[src/hdl/mhtp_pkg.sv]
// mhtp_pkg: constants, codes and shared types for the music header tag parser.
// No dependencies; used by the walker, the divider and the top level.
package mhtp_pkg;

    localparam int POS_W = 20;

    localparam logic [31:0] MAGIC_SNDH = 32'h534E4448;
    localparam logic [31:0] MAGIC_END  = 32'h48444E53;
    localparam logic [31:0] MAGIC_TIME = 32'h54494D45;
    localparam logic [31:0] MAGIC_ICE  = 32'h49434521;

    localparam logic [31:0] TAG_COMM = 32'h434F4D4D;
    localparam logic [31:0] TAG_TITL = 32'h5449544C;
    localparam logic [31:0] TAG_RIPP = 32'h52495050;
    localparam logic [31:0] TAG_CONV = 32'h434F4E56;
    localparam logic [31:0] TAG_YEAR = 32'h59454152;
    localparam logic [31:0] TAG_NS_A = 32'h214E5323;
    localparam logic [31:0] TAG_NS_B = 32'h4E532123;
    localparam logic [31:0] TAG_NS_C = 32'h21535423;

    // first two tag bytes, little-endian
    localparam logic [15:0] W1_SONGS  = 16'h2323;
    localparam logic [15:0] W1_CUR_A  = 16'h2123;
    localparam logic [15:0] W1_CUR_B  = 16'h2321;
    localparam logic [15:0] W1_RATE_V = 16'h5621;
    localparam logic [15:0] W1_RATE_A = 16'h4154;
    localparam logic [15:0] W1_RATE_B = 16'h4254;
    localparam logic [15:0] W1_RATE_C = 16'h4354;
    localparam logic [15:0] W1_RATE_D = 16'h4454;

    localparam logic [15:0] DEFAULT_SECONDS = 16'd300;
    localparam logic [15:0] DEFAULT_RATE    = 16'd50;
    localparam logic [23:0] CPU_CLOCK_X2    = 24'd16000000;

    localparam logic [1:0] ST_OK     = 2'd0;
    localparam logic [1:0] ST_SHORT  = 2'd1;
    localparam logic [1:0] ST_PACKED = 2'd2;

    localparam logic [1:0] K_SONGS = 2'd0;
    localparam logic [1:0] K_CUR   = 2'd1;
    localparam logic [1:0] K_RATE  = 2'd2;

    typedef struct packed {
        logic [1:0]  status;
        logic        header_found;
        logic [15:0] song_count;
        logic [15:0] sel_song;
        logic [15:0] play_rate;
        logic [15:0] song_seconds;
        logic [31:0] total_ticks;
        logic [22:0] frame_period;
    } t_result;

    typedef struct packed {
        logic        start;
        logic [23:0] dividend;
        logic [16:0] divisor;
    } t_div_req;

    typedef struct packed {
        logic        busy;
        logic        done;
        logic [22:0] quotient;
    } t_div_rsp;

endpackage

[src/hdl/mhtp_in_if.sv]
// mhtp_in_if: byte stream channel (valid/ready) into the parser.
// No dependencies.
interface mhtp_in_if;
    logic       valid;
    logic       ready;
    logic [7:0] file_byte;
    logic       last_byte;

    modport source (output valid, file_byte, last_byte, input ready);
    modport sink   (input valid, file_byte, last_byte, output ready);
endinterface

[src/hdl/mhtp_out_if.sv]
// mhtp_out_if: result channel (valid/ready) out of the parser.
// No dependencies.
interface mhtp_out_if;
    logic        valid;
    logic        ready;
    logic [1:0]  status;
    logic        header_found;
    logic [15:0] song_count;
    logic [15:0] sel_song;
    logic [15:0] play_rate;
    logic [15:0] song_seconds;
    logic [31:0] total_ticks;
    logic [22:0] frame_period;

    modport source (output valid, status, header_found, song_count, sel_song, play_rate,
                    song_seconds, total_ticks, frame_period, input ready);
    modport sink   (input valid, status, header_found, song_count, sel_song, play_rate,
                    song_seconds, total_ticks, frame_period, output ready);
endinterface

[src/hdl/mhtp_div.sv]
// mhtp_div: radix-2 restoring divider, one quotient bit per cycle.
// Depends on mhtp_pkg for request/response types.
module mhtp_div (
    input  logic                i_clk,
    input  logic                i_rst_n,
    input  mhtp_pkg::t_div_req  i_req,
    output mhtp_pkg::t_div_rsp  o_rsp
);
    logic        r_busy;
    logic        r_done;
    logic [4:0]  r_cnt;
    logic [16:0] r_rem;
    logic [23:0] r_q;
    logic [16:0] r_dvs;
    logic [17:0] w_sh;
    logic [17:0] w_diff;
    logic        w_ge;

    assign w_sh   = {r_rem, r_q[23]};
    assign w_ge   = w_sh >= {1'b0, r_dvs};
    assign w_diff = w_sh - {1'b0, r_dvs};

    always_ff @(posedge i_clk) begin
        if (!i_rst_n) begin
            r_busy <= 1'b0;
            r_done <= 1'b0;
            r_cnt  <= 5'd0;
        end else begin
            r_done <= 1'b0;
            if (i_req.start && !r_busy) begin
                r_busy <= 1'b1;
                r_cnt  <= 5'd0;
                r_rem  <= 17'd0;
                r_q    <= i_req.dividend;
                r_dvs  <= i_req.divisor;
            end else if (r_busy) begin
                r_rem <= w_ge ? w_diff[16:0] : w_sh[16:0];
                r_q   <= {r_q[22:0], w_ge};
                r_cnt <= r_cnt + 5'd1;
                if (r_cnt == 5'd23) begin
                    r_busy <= 1'b0;
                    r_done <= 1'b1;
                end
            end
        end
    end

    assign o_rsp = '{busy: r_busy, done: r_done, quotient: r_q[22:0]};
endmodule

[src/hdl/mhtp_walker.sv]
// mhtp_walker: header byte store, tag-list sequencer and TIME table.
// Depends on mhtp_pkg; drives the divider through t_div_req/t_div_rsp.
module mhtp_walker #(
    parameter int HEADER_BYTES = 200,
    parameter int TIMED_SONGS  = 64
) (
    input  logic                i_clk,
    input  logic                i_rst_n,
    input  logic                i_accept,
    input  logic [7:0]          i_file_byte,
    input  logic                i_last_byte,
    output logic                o_idle,
    output mhtp_pkg::t_div_req  o_div_req,
    input  mhtp_pkg::t_div_rsp  i_div_rsp,
    output logic                o_res_valid,
    output mhtp_pkg::t_result   o_res,
    input  logic                i_res_ready
);
    localparam int AW = (HEADER_BYTES > 1) ? $clog2(HEADER_BYTES) : 1;
    localparam int CW = $clog2(HEADER_BYTES + 1);
    localparam int TW = (TIMED_SONGS > 1) ? $clog2(TIMED_SONGS) : 1;
    localparam int PW = mhtp_pkg::POS_W;

    localparam logic [4:0] S_IDLE  = 5'd0,  S_FA   = 5'd1,  S_FD   = 5'd2,  S_MCHK = 5'd3;
    localparam logic [4:0] S_TAG   = 5'd4,  S_DISP = 5'd5,  S_SA   = 5'd6,  S_SD   = 5'd7;
    localparam logic [4:0] S_TA    = 5'd8,  S_THD  = 5'd9,  S_TLA  = 5'd10, S_TLD  = 5'd11;
    localparam logic [4:0] S_NA    = 5'd12, S_NHA  = 5'd13, S_NHD  = 5'd14, S_NLA  = 5'd15;
    localparam logic [4:0] S_NLD   = 5'd16, S_NJA  = 5'd17, S_NJD  = 5'd18, S_DA   = 5'd19;
    localparam logic [4:0] S_DD    = 5'd20, S_CLMP = 5'd21, S_TRD  = 5'd22, S_MUL  = 5'd23;
    localparam logic [4:0] S_DIV   = 5'd24, S_OUT  = 5'd25;

    localparam logic [2:0] C_END = 3'd0, C_TEXT = 3'd1, C_TIME = 3'd2, C_NT = 3'd3,
                           C_OTHER = 3'd4;

    logic [4:0]             r_state;
    logic [7:0]             r_mem [HEADER_BYTES];
    logic [7:0]             r_rdata;
    logic [CW-1:0]          r_cnt;
    logic [31:0]            r_first;
    logic [PW-1:0]          r_n, r_pos, r_ptr, r_tp, r_far;
    logic [15:0]            r_songs, r_cur, r_rate, r_i, r_val, r_hi;
    logic [1:0]             r_kind, r_status;
    logic                   r_found;
    logic [1:0]             r_k;
    logic [31:0]            r_dw;
    logic [15:0]            r_times [TIMED_SONGS];
    logic [TIMED_SONGS-1:0] r_tvalid;
    logic [15:0]            r_tdata;
    logic                   r_tok;
    logic [15:0]            r_secs;
    logic [31:0]            r_ticks;
    logic [22:0]            r_period;

    logic [CW-1:0] w_cnt_nx;
    logic [15:0]   w_w1;
    logic [2:0]    w_cls;
    logic          w_is_dec;
    logic [1:0]    w_kind;
    logic [PW-1:0] w_songs2;
    logic [PW-1:0] w_j;
    logic          w_digit;
    logic [19:0]   w_dv;
    logic [15:0]   w_val_nx;
    logic          w_dec_end;
    logic [15:0]   w_idx;
    logic [TW-1:0] w_tidx;
    logic          w_tin;
    logic [15:0]   w_secs;
    logic [15:0]   w_mul_a;

    assign w_cnt_nx = (r_cnt < CW'(HEADER_BYTES)) ? r_cnt + CW'(1) : r_cnt;
    assign w_w1     = {r_dw[23:16], r_dw[31:24]};
    assign w_songs2 = PW'({r_songs, 1'b0});
    assign w_j      = PW'({r_hi, r_rdata}) + r_pos - PW'(4);
    assign w_digit  = (r_rdata >= 8'h30) && (r_rdata <= 8'h39);
    assign w_dv     = ({4'd0, r_val} << 3) + ({4'd0, r_val} << 1) + 20'(r_rdata[3:0]);
    assign w_val_nx = (w_dv > 20'h0FFFF) ? 16'hFFFF : w_dv[15:0];
    assign w_dec_end = ((r_state == S_DA) && !(r_ptr < r_n))
                    || ((r_state == S_DD) && (r_rdata == 8'd0));
    assign w_idx    = r_cur - 16'd1;
    assign w_tidx   = w_idx[TW-1:0];
    assign w_tin    = w_idx < 16'(TIMED_SONGS);
    assign w_secs   = r_tok ? r_tdata : 16'd0;
    assign w_mul_a  = (w_secs != 16'd0) ? w_secs : mhtp_pkg::DEFAULT_SECONDS;

    always_comb begin
        case (r_dw) inside
            mhtp_pkg::MAGIC_END:  w_cls = C_END;
            mhtp_pkg::TAG_COMM, mhtp_pkg::TAG_TITL, mhtp_pkg::TAG_RIPP,
            mhtp_pkg::TAG_CONV, mhtp_pkg::TAG_YEAR: w_cls = C_TEXT;
            mhtp_pkg::MAGIC_TIME: w_cls = C_TIME;
            mhtp_pkg::TAG_NS_A, mhtp_pkg::TAG_NS_B, mhtp_pkg::TAG_NS_C: w_cls = C_NT;
            default:              w_cls = C_OTHER;
        endcase
    end

    always_comb begin
        w_is_dec = 1'b1;
        w_kind   = mhtp_pkg::K_RATE;
        case (w_w1) inside
            mhtp_pkg::W1_SONGS: w_kind = mhtp_pkg::K_SONGS;
            mhtp_pkg::W1_CUR_A, mhtp_pkg::W1_CUR_B: w_kind = mhtp_pkg::K_CUR;
            mhtp_pkg::W1_RATE_V, mhtp_pkg::W1_RATE_A, mhtp_pkg::W1_RATE_B,
            mhtp_pkg::W1_RATE_C, mhtp_pkg::W1_RATE_D: w_kind = mhtp_pkg::K_RATE;
            default: w_is_dec = 1'b0;
        endcase
    end

    // header store: written while loading, read at r_ptr every cycle
    always_ff @(posedge i_clk) begin
        if ((r_state == S_IDLE) && i_accept && (r_cnt < CW'(HEADER_BYTES))) begin
            r_mem[r_cnt[AW-1:0]] <= i_file_byte;
        end
        r_rdata <= r_mem[r_ptr[AW-1:0]];
    end

    always_ff @(posedge i_clk) begin
        if (r_state == S_TLD) begin
            r_times[r_i[TW-1:0]] <= {r_hi[7:0], r_rdata};
        end
        r_tdata <= r_times[w_tidx];
    end

    always_ff @(posedge i_clk) begin
        if (!i_rst_n) begin
            r_state  <= S_IDLE;
            r_cnt    <= '0;
            r_first  <= 32'd0;
            r_tvalid <= '0;
        end else begin
            unique case (r_state) inside
                S_IDLE: begin
                    if (i_accept) begin
                        if (!i_last_byte) begin
                            if (r_cnt < CW'(4)) r_first <= {r_first[23:0], i_file_byte};
                            r_cnt <= w_cnt_nx;
                        end else begin
                            r_cnt    <= '0;
                            r_first  <= 32'd0;
                            r_n      <= PW'(w_cnt_nx);
                            r_songs  <= 16'd1;
                            r_cur    <= 16'd1;
                            r_rate   <= mhtp_pkg::DEFAULT_RATE;
                            r_found  <= 1'b0;
                            r_tvalid <= '0;
                            if (w_cnt_nx < CW'(12)) begin
                                r_status <= mhtp_pkg::ST_SHORT;
                                r_state  <= S_TRD;
                            end else if (r_first == mhtp_pkg::MAGIC_ICE) begin
                                r_status <= mhtp_pkg::ST_PACKED;
                                r_state  <= S_TRD;
                            end else if (w_cnt_nx < CW'(32)) begin
                                r_status <= mhtp_pkg::ST_OK;
                                r_state  <= S_TRD;
                            end else begin
                                r_status <= mhtp_pkg::ST_OK;
                                r_pos    <= PW'(12);
                                r_ptr    <= PW'(12);
                                r_k      <= 2'd0;
                                r_state  <= S_FA;
                            end
                        end
                    end
                end
                S_FA: r_state <= S_FD;
                S_FD: begin
                    r_dw  <= {r_dw[23:0], r_rdata};
                    r_ptr <= r_ptr + PW'(1);
                    r_k   <= r_k + 2'd1;
                    if (r_k == 2'd3) r_state <= r_found ? S_DISP : S_MCHK;
                    else             r_state <= S_FA;
                end
                S_MCHK: begin
                    if (r_dw == mhtp_pkg::MAGIC_SNDH) begin
                        r_found <= 1'b1;
                        r_pos   <= PW'(16);
                        r_state <= S_TAG;
                    end else begin
                        r_state <= S_TRD;
                    end
                end
                S_TAG: begin
                    if (r_pos + PW'(4) <= r_n) begin
                        r_ptr   <= r_pos;
                        r_k     <= 2'd0;
                        r_state <= S_FA;
                    end else begin
                        r_state <= S_CLMP;
                    end
                end
                S_DISP: begin
                    unique case (w_cls)
                        C_END: r_state <= S_CLMP;
                        C_TEXT: begin
                            r_ptr   <= r_pos + PW'(4);
                            r_state <= S_SA;
                        end
                        C_TIME: begin
                            r_pos   <= r_pos + PW'(4);
                            r_ptr   <= r_pos + PW'(4);
                            r_i     <= 16'd0;
                            r_state <= S_TA;
                        end
                        C_NT: begin
                            r_pos   <= r_pos + PW'(4);
                            r_tp    <= r_pos + PW'(4);
                            r_far   <= r_pos + PW'(3) + w_songs2;
                            r_i     <= 16'd0;
                            r_state <= S_NA;
                        end
                        default: begin
                            if (w_is_dec) begin
                                r_ptr   <= r_pos + PW'(2);
                                r_val   <= 16'd0;
                                r_kind  <= w_kind;
                                r_state <= S_DA;
                            end else begin
                                // unknown tag: resync one byte on
                                r_pos   <= r_pos + PW'(1);
                                r_state <= S_TAG;
                            end
                        end
                    endcase
                end
                S_SA: begin
                    if (r_ptr < r_n) begin
                        r_state <= S_SD;
                    end else begin
                        r_pos   <= r_ptr + PW'(1);
                        r_state <= S_TAG;
                    end
                end
                S_SD: begin
                    if (r_rdata == 8'd0) begin
                        r_pos   <= r_ptr + PW'(1);
                        r_state <= S_TAG;
                    end else begin
                        r_ptr   <= r_ptr + PW'(1);
                        r_state <= S_SA;
                    end
                end
                S_TA: begin
                    if ((r_i < r_songs) && (r_i < 16'(TIMED_SONGS))
                            && (r_ptr + PW'(2) <= r_n)) begin
                        r_state <= S_THD;
                    end else begin
                        r_pos   <= r_pos + w_songs2;
                        r_state <= S_TAG;
                    end
                end
                S_THD: begin
                    r_hi    <= {8'd0, r_rdata};
                    r_ptr   <= r_ptr + PW'(1);
                    r_state <= S_TLA;
                end
                S_TLA: r_state <= S_TLD;
                S_TLD: begin
                    r_tvalid[r_i[TW-1:0]] <= 1'b1;
                    r_ptr   <= r_ptr + PW'(1);
                    r_i     <= r_i + 16'd1;
                    r_state <= S_TA;
                end
                S_NA: begin
                    if ((r_i < r_songs) && (r_tp + PW'(2) <= r_n)) begin
                        r_ptr   <= r_tp;
                        r_state <= S_NHA;
                    end else begin
                        r_pos   <= r_far + PW'(1);
                        r_state <= S_TAG;
                    end
                end
                S_NHA: r_state <= S_NHD;
                S_NHD: begin
                    r_hi    <= {8'd0, r_rdata};
                    r_ptr   <= r_ptr + PW'(1);
                    r_state <= S_NLA;
                end
                S_NLA: r_state <= S_NLD;
                S_NLD: begin
                    r_hi    <= {r_hi[7:0], r_rdata};
                    r_ptr   <= w_j;
                    r_state <= S_NJA;
                end
                S_NJA, S_NJD: begin
                    if ((r_state == S_NJA && !(r_ptr < r_n))
                            || (r_state == S_NJD && r_rdata == 8'd0)) begin
                        if (r_ptr > r_far) r_far <= r_ptr;
                        r_i     <= r_i + 16'd1;
                        r_tp    <= r_tp + PW'(2);
                        r_state <= S_NA;
                    end else if (r_state == S_NJA) begin
                        r_state <= S_NJD;
                    end else begin
                        r_ptr   <= r_ptr + PW'(1);
                        r_state <= S_NJA;
                    end
                end
                S_DA, S_DD: begin
                    if (w_dec_end) begin
                        r_pos   <= r_ptr + PW'(1);
                        r_state <= S_TAG;
                        if (r_val != 16'd0) begin
                            unique case (r_kind)
                                mhtp_pkg::K_SONGS: r_songs <= r_val;
                                mhtp_pkg::K_CUR:   r_cur   <= r_val;
                                default:           r_rate  <= r_val;
                            endcase
                        end
                    end else if (r_state == S_DA) begin
                        r_state <= S_DD;
                    end else begin
                        if (w_digit) r_val <= w_val_nx;
                        r_ptr   <= r_ptr + PW'(1);
                        r_state <= S_DA;
                    end
                end
                S_CLMP: begin
                    if (r_cur > r_songs) r_cur <= r_songs;
                    r_state <= S_TRD;
                end
                S_TRD: begin
                    r_tok   <= w_tin && r_tvalid[w_tidx];
                    r_state <= S_MUL;
                end
                S_MUL: begin
                    r_secs  <= w_secs;
                    r_ticks <= 32'(w_mul_a) * 32'(r_rate);
                    r_state <= S_DIV;
                end
                S_DIV: begin
                    if (i_div_rsp.done) begin
                        r_period <= i_div_rsp.quotient;
                        r_state  <= S_OUT;
                    end
                end
                S_OUT: begin
                    if (i_res_ready) r_state <= S_IDLE;
                end
                default: r_state <= S_IDLE;
            endcase
        end
    end

    assign o_idle      = (r_state == S_IDLE);
    assign o_div_req   = '{start: (r_state == S_MUL),
                           dividend: mhtp_pkg::CPU_CLOCK_X2 + 24'(r_rate),
                           divisor: {r_rate, 1'b0}};
    assign o_res_valid = (r_state == S_OUT);
    assign o_res       = '{status: r_status, header_found: r_found, song_count: r_songs,
                           sel_song: r_cur, play_rate: r_rate, song_seconds: r_secs,
                           total_ticks: r_ticks, frame_period: r_period};
endmodule

[src/hdl/music_header_tag_parser.sv]
// Music header tag parser: one byte per cycle while loading. After the last byte it walks
// the tag list, fetching each tag (an unknown tag moves on one byte and fetches again) and
// stepping through string or digit bytes, TIME entries and name-table entries with the bytes
// of each name they point to; then the clamp, TIME read, multiply, divider and output follow.
// Short, packed or untagged files skip the tag walk and the clamp. Input is held off from the last
// byte until the result is queued. Sync active-low reset clears control, not the store.
module music_header_tag_parser #(
    parameter int HEADER_BYTES = 200,
    parameter int TIMED_SONGS  = 64
) (
    input  logic        i_clk,
    input  logic        i_rst_n,
    mhtp_in_if.sink     i_in,
    mhtp_out_if.source  o_out
);
    logic                w_accept;
    logic                w_idle;
    logic                w_res_valid;
    logic                w_res_ready;
    mhtp_pkg::t_result   w_res;
    mhtp_pkg::t_div_req  w_div_req;
    mhtp_pkg::t_div_rsp  w_div_rsp;
    logic                r_out_valid;
    mhtp_pkg::t_result   r_out;

    assign i_in.ready  = w_idle;
    assign w_accept    = i_in.valid && w_idle;
    assign w_res_ready = !r_out_valid || o_out.ready;

    mhtp_walker #(
        .HEADER_BYTES (HEADER_BYTES),
        .TIMED_SONGS  (TIMED_SONGS)
    ) u_walker (
        .i_clk       (i_clk),
        .i_rst_n     (i_rst_n),
        .i_accept    (w_accept),
        .i_file_byte (i_in.file_byte),
        .i_last_byte (i_in.last_byte),
        .o_idle      (w_idle),
        .o_div_req   (w_div_req),
        .i_div_rsp   (w_div_rsp),
        .o_res_valid (w_res_valid),
        .o_res       (w_res),
        .i_res_ready (w_res_ready)
    );

    mhtp_div u_div (
        .i_clk   (i_clk),
        .i_rst_n (i_rst_n),
        .i_req   (w_div_req),
        .o_rsp   (w_div_rsp)
    );

    always_ff @(posedge i_clk) begin
        if (!i_rst_n) begin
            r_out_valid <= 1'b0;
        end else if (w_res_valid && w_res_ready) begin
            r_out_valid <= 1'b1;
            r_out       <= w_res;
        end else if (o_out.ready) begin
            r_out_valid <= 1'b0;
        end
    end

    assign o_out.valid        = r_out_valid;
    assign o_out.status       = r_out.status;
    assign o_out.header_found = r_out.header_found;
    assign o_out.song_count   = r_out.song_count;
    assign o_out.sel_song     = r_out.sel_song;
    assign o_out.play_rate    = r_out.play_rate;
    assign o_out.song_seconds = r_out.song_seconds;
    assign o_out.total_ticks  = r_out.total_ticks;
    assign o_out.frame_period = r_out.frame_period;

    a_err_defaults: assert property (@(posedge i_clk) disable iff (!i_rst_n)
        (o_out.valid && o_out.status != mhtp_pkg::ST_OK) |->
            (!o_out.header_found && o_out.song_count == 16'd1 && o_out.play_rate == 16'd50))
        else $error("error result without default fields");

    a_cur_clamped: assert property (@(posedge i_clk) disable iff (!i_rst_n)
        o_out.valid |-> (o_out.sel_song != 16'd0
                         && o_out.sel_song <= o_out.song_count))
        else $error("current song outside song count");

    a_no_intake_busy: assert property (@(posedge i_clk) disable iff (!i_rst_n)
        w_div_rsp.busy |-> !i_in.ready)
        else $error("input ready while divider runs");

    a_period_min: assert property (@(posedge i_clk) disable iff (!i_rst_n)
        o_out.valid |-> o_out.frame_period >= 23'd122)
        else $error("frame period out of range");
endmodule
[src/flat_wrapper.sv]
// flat-port wrapper written by rule: the top's interface ports become plain ports
module music_header_tag_parser_flat 
#(
    parameter int HEADER_BYTES = 200,
    parameter int TIMED_SONGS  = 64
)
  (i_clk, i_rst_n, i_in_valid, i_in_file_byte, i_in_last_byte, i_in_ready, o_out_valid, o_out_status, o_out_header_found, o_out_song_count, o_out_sel_song, o_out_play_rate, o_out_song_seconds, o_out_total_ticks, o_out_frame_period, o_out_ready);
  mhtp_in_if i_in_i ();
  mhtp_out_if o_out_i ();
  input  logic i_clk;
  input  logic i_rst_n;
  input wire logic [$bits(i_in_i.valid)-1:0] i_in_valid;
  input wire logic [$bits(i_in_i.file_byte)-1:0] i_in_file_byte;
  input wire logic [$bits(i_in_i.last_byte)-1:0] i_in_last_byte;
  output wire logic [$bits(i_in_i.ready)-1:0] i_in_ready;
  output wire logic [$bits(o_out_i.valid)-1:0] o_out_valid;
  output wire logic [$bits(o_out_i.status)-1:0] o_out_status;
  output wire logic [$bits(o_out_i.header_found)-1:0] o_out_header_found;
  output wire logic [$bits(o_out_i.song_count)-1:0] o_out_song_count;
  output wire logic [$bits(o_out_i.sel_song)-1:0] o_out_sel_song;
  output wire logic [$bits(o_out_i.play_rate)-1:0] o_out_play_rate;
  output wire logic [$bits(o_out_i.song_seconds)-1:0] o_out_song_seconds;
  output wire logic [$bits(o_out_i.total_ticks)-1:0] o_out_total_ticks;
  output wire logic [$bits(o_out_i.frame_period)-1:0] o_out_frame_period;
  input wire logic [$bits(o_out_i.ready)-1:0] o_out_ready;
  assign i_in_i.valid = i_in_valid;
  assign i_in_i.file_byte = i_in_file_byte;
  assign i_in_i.last_byte = i_in_last_byte;
  assign i_in_ready = i_in_i.ready;
  assign o_out_valid = o_out_i.valid;
  assign o_out_status = o_out_i.status;
  assign o_out_header_found = o_out_i.header_found;
  assign o_out_song_count = o_out_i.song_count;
  assign o_out_sel_song = o_out_i.sel_song;
  assign o_out_play_rate = o_out_i.play_rate;
  assign o_out_song_seconds = o_out_i.song_seconds;
  assign o_out_total_ticks = o_out_i.total_ticks;
  assign o_out_frame_period = o_out_i.frame_period;
  assign o_out_i.ready = o_out_ready;
  music_header_tag_parser #(.HEADER_BYTES(HEADER_BYTES), .TIMED_SONGS(TIMED_SONGS)) u_core (.i_clk(i_clk), .i_rst_n(i_rst_n), .i_in(i_in_i), .o_out(o_out_i));
endmodule
[config.mk]
export PLATFORM = sky130hd
export DESIGN_NAME = music_header_tag_parser_flat
export DESIGN_NICKNAME = d
export VERILOG_FILES = /design/src/hdl/mhtp_pkg.sv /design/src/hdl/mhtp_in_if.sv /design/src/hdl/mhtp_out_if.sv /design/src/hdl/mhtp_div.sv /design/src/hdl/mhtp_walker.sv /design/src/hdl/music_header_tag_parser.sv /design/src/flat_wrapper.sv
export SDC_FILE = /design/constraint.sdc
export NUM_CORES = 2
export LEC_CHECK = 0
export BUFFER_PORTS_ARGS = -buffer_cell sky130_fd_sc_hd__buf_2
export CAP_MARGIN = 30
export CORE_ASPECT_RATIO = 0.8
export CORE_MARGIN = 1.5
export CORE_UTILIZATION = 40
export DETAILED_ROUTE_END_ITERATION = 8
export GPL_TIMING_DRIVEN = 1
export PLACE_DENSITY = 0.53
export RECOVER_POWER = 100
export SETUP_SLACK_MARGIN = 0.1
export SYNTH_ARGS = -nofsm -noshare
export SYNTH_HDL_FRONTEND = slang
export SYNTH_SLANG_ARGS = --single-unit
[constraint.sdc]
create_clock -name i_clk -period 20.4 [get_ports i_clk]
set_clock_uncertainty 0.2 [all_clocks]
set_input_delay 4.08 -clock i_clk [delete_from_list [all_inputs] [get_ports i_clk]]
set_output_delay 4.08 -clock i_clk [all_outputs]
set_load 0.005 [all_outputs]
==> qor.yml <==
failing_checks: "max-capacitance violations, max-slew violations"
clk_latency_ps: 960
outcome: "complete, but fails checks"
quantity_of_i_o_buffers_inserted_on_ports: 136
setup_violation_total_in_the_final_timing_report: 0
share_of_the_clock_period_used_by_the_worst_path_pct: 57.2
start_util_pct: 40.2
netlist-cell-type-count: 89
endpoint_kind: "register"
grt_first_pass_wirelength_um: 576000
mean_cell_area_of_the_mapped_netlist_sq_um: 16.9
post_cts_hold_buffer_count: 0
grt_max_degree: 119
async_s_r_ff_share_synth_pct: 0
worst-slew-pin-transition_ps: 5530
holdCritPathClass: "reg2reg"
h-tree-depth: 5
arrival_time_reported_for_the_critical_path_endpoint_ps: 11870
cp_cell_sequence: "buf_2, clkbuf_1, nand2_1, nor3_2, clkbuf_1, clkbuf_1"
top_layer: "met5"
finalWorstSetupSlack_ps: 8740
crit_path_frequent_cell: "sky130_fd_sc_hd__clkbuf_1"
hold_slack_ps: 220
slowest_stage: "sky130_fd_sc_hd__clkbuf_1"
synthesis.area_sq_mm: 0.143
max_transition_margin_pct: -269
ctsResizeCount: 0
pwr-share-clk_pct: 30.7
drv.max_cap_violation_count: 90
p_int_w: 0.0132
die_h_um: 538
syn-num-nets: 9042
clockBufferDepth: 4
synth_area_leaders: "sky130_fd_sc_hd__edfxtp_1 (65%), sky130_fd_sc_hd__mux4_2 (12%), sky130_fd_sc_hd__fa_1 (3.0%), sky130_fd_sc_hd__ha_1 (2.8%), sky130_fd_sc_hd__dfxtp_1 (2.0%)"
cellLeakagePower_nw: 53.2
antenna_violations_before_repair: 24
totalNegativeSetupSlack_ps: 0
areaGrowthSynthToFinish_pct: 11.6
switching_share_pct: 32.2
num_vias: 79000
synth_largest_type_area_fraction_pct: 64.9
cp.buffers_inverters: 4
nets: 9315
timing.critical_path.fanout_max: 67
numCtsBuffers: 333
power_frac_seq_pct: 41.1
yosys_register_bits: 3235
drt_iter0_markers: 9384
synth_top_cell_by_area: "sky130_fd_sc_hd__edfxtp_1"
cts_tree: "yes"
yosys.cell_count.top_type: "sky130_fd_sc_hd__edfxtp_1"
die-width_um: 672
final_hold_viol_count: 0
max-vdd-ir-drop_mv: 0.117
route.detailed.vias_per_inst: 5.73
total_power_w: 0.0194
postSynthCellCount: 8495
met3RoutedLength_um: 29000
max_freq_mhz: 85.8
comb_power_share_pct: 28.2
cp.required_ps: 20610
globalRoute.totalOverflow: 0
routed_wire_length_per_instance_um: 29.0
synth-main-ff-cell: "sky130_fd_sc_hd__edfxtp_1"
final_period_demand_of_the_worst_path_ps: 11660
post-place-ws_ps: 11900
layout.filler_cells: 31100
setup.worst_path.start_class: "input pin"
yosysWarnings: 0
netSwitchingPower_w: 0.00626
io-pin-count: 137
route.final.wire_length_um: 400000
grt_use_total_pct: 21.8
dp_hpwl_um: 254000
cts_setup_buffers: 0
first_pass_iteration_count_of_the_detailed_router: 6
wl_met1_um: 183000
post_route_cells_drive_above_1_share_pct: 16.0
std_cell_rows: 196
grt_pass1_vias: 79300
die_outline_area_sq_mm: 0.362
yosys-top-cells-count: "sky130_fd_sc_hd__edfxtp_1 (3094), sky130_fd_sc_hd__mux4_2 (757), sky130_fd_sc_hd__nor2_1 (569)"
coreArea_sq_mm: 0.356
critical_path_class: "in2reg"
cts-root-buf: "sky130_fd_sc_hd__clkbuf_16"
remaining_drc_errors: 0
cellPowerDensity_mw_per_mm2: 122
report.final.slew_viol_count: 3928
clock_sinks: 3235
critPathTopFamily: "buffers and inverters"
cts.reportedPaths.clkPinSlew_ps: 60
met2RoutedLength_um: 180000
grt_setup_unrepaired: "no"
synth-seq-area-share_pct: 66.9
count_of_flip_flops_with_a_built_in_enable_after_synthesis: 3094
detail-route-antenna-nets: 0
crit_path_max_incr_delay_ps: 2750
routabilityCongestion: 0.921
-- logic make-up (layout without fill, tap and decap cells) --
family / Yosys count / in the layout / synth area share, %
flip-flops: 3235 / 3235 / 66.9
other: 0 / 8 / 0
multiplexers: 973 / 973 / 13.4
AO/OA/AOI/OAI: 927 / 927 / 4.22
XOR/XNOR: 215 / 215 / 1.32
adder cells (fa/ha/maj): 535 / 535 / 5.80
AND/OR/NAND/NOR: 1762 / 1762 / 5.97
buffers and inverters: 848 / 1390 / 2.40
-- worst reg2reg max path, delay by kind of cell (launching register included) --
| family | cells | cell delay [ps] |
|---|---|---|
| fa+ha+maj | 7 | 3320 |
| simple gates | 10 | 3220 |
| buf+inv | 5 | 2520 |
| compound gates | 2 | 600 |
| flops | 1 | 320 |
| xor+xnor | 1 | 130 |
-- final timing paths --
| check | slack [ps] | to | startpoint | cells after the start |
|---|---|---|---|---|
| worst max-delay path | 8740 | u_core.o_out.song_seconds[13] | i_rst_n | 6 |
| worst min-delay path | 220 | u_core.o_out.frame_period[6] | u_core.u_walker.r_period[6] | 0 |
| worst max register to register | 9840 | u_core.u_walker.r_ticks[31] | u_core.u_walker.r_tok | 25 |
| worst min register to register | 220 | u_core.o_out.frame_period[6] | u_core.u_walker.r_period[6] | 0 |
-- cells in the final DEF, fill, tap and decap left out, types with 44 or more instances in the layout --
cell type and count:
sky130_fd_sc_hd__inv_1 406, sky130_fd_sc_hd__fa_1 214, sky130_fd_sc_hd__o22ai_1 48, sky130_fd_sc_hd__nor2_1 550, sky130_fd_sc_hd__clkbuf_1 315, sky130_fd_sc_hd__clkinv_2 64, sky130_fd_sc_hd__buf_2 48, sky130_fd_sc_hd__a21oi_1 247
sky130_fd_sc_hd__nand3_1 122, sky130_fd_sc_hd__nor3_1 70, sky130_fd_sc_hd__xor2_1 69, sky130_fd_sc_hd__edfxtp_1 3094, sky130_fd_sc_hd__nand2_1 416, sky130_fd_sc_hd__ha_1 319, sky130_fd_sc_hd__dfxtp_1 138, sky130_fd_sc_hd__nand4_1 60
sky130_fd_sc_hd__nor2b_1 78, sky130_fd_sc_hd__o21ai_0 188, sky130_fd_sc_hd__and2_0 44, sky130_fd_sc_hd__nand2b_1 52, sky130_fd_sc_hd__xnor2_1 142, sky130_fd_sc_hd__clkinv_1 71, sky130_fd_sc_hd__mux2i_1 196, sky130_fd_sc_hd__mux4_2 757
sky130_fd_sc_hd__a21o_1 75, sky130_fd_sc_hd__and3_1 134, sky130_fd_sc_hd__buf_4 64, sky130_fd_sc_hd__clkbuf_16 335
-- sequential cells by signal (all words and copies together) (netlist names), 17 cells and up --
signal	flops
u_core.o_out.frame_period	23
u_core.o_out.total_ticks	32
u_core.u_div.r_q	24
u_core.u_div.r_rem	17
u_core.u_walker.r_dw	32
u_core.u_walker.r_far	20
u_core.u_walker.r_first	32
u_core.u_walker.r_mem	1600
u_core.u_walker.r_period	23
u_core.u_walker.r_pos	20
u_core.u_walker.r_ptr	20
u_core.u_walker.r_ticks	32
u_core.u_walker.r_times	1024
u_core.u_walker.r_tp	20
u_core.u_walker.r_tvalid	64
-- per-stage QoR --
step	area (sq um)	instances	utilization, %
6_report	160000	13800	44.8
3_5_place_dp	150000	13200	42.1
2_1_floorplan	143000	8495	-
4_1_cts	161000	13800	45.1
5_1_grt	160000	13800	44.8
3_3_place_gp	150000	13200	42.1
-- cell type report --
type                       count  area [sq um]  area share (%)
sequential                  3235         95700            59.9
clock buffer                 415          8830            5.53
tap                         4752          5950            3.72
timing repair buffer         375          1890            1.19
inverter                     411          1540           0.965
clock inverter               189          1700            1.06
multi-input combinational   4412         44100            27.6
antenna                        8          20.0          0.0125
-- metal layers --
metal | track usage, % | up-vias
met1 | 32.8 | 41800
met2 | 33.3 | 2864
met3 | 3.95 | 510
met5 | 0 | -
li1 | - | 33800
met4 | 4.62 | 2
-- power by group through the flow --
stage                     combinational (W)  clock (W)  sequential [W]
after floorplan                     0.00355          0         0.00800
after global placement              0.00539          0         0.00811
after detailed placement            0.00546          0         0.00810
after CTS                           0.00549    0.00609         0.00796
after global routing                0.00594    0.00633         0.00800
final                               0.00549    0.00597         0.00799
Note: power is estimated with default switching activity, not from simulation.
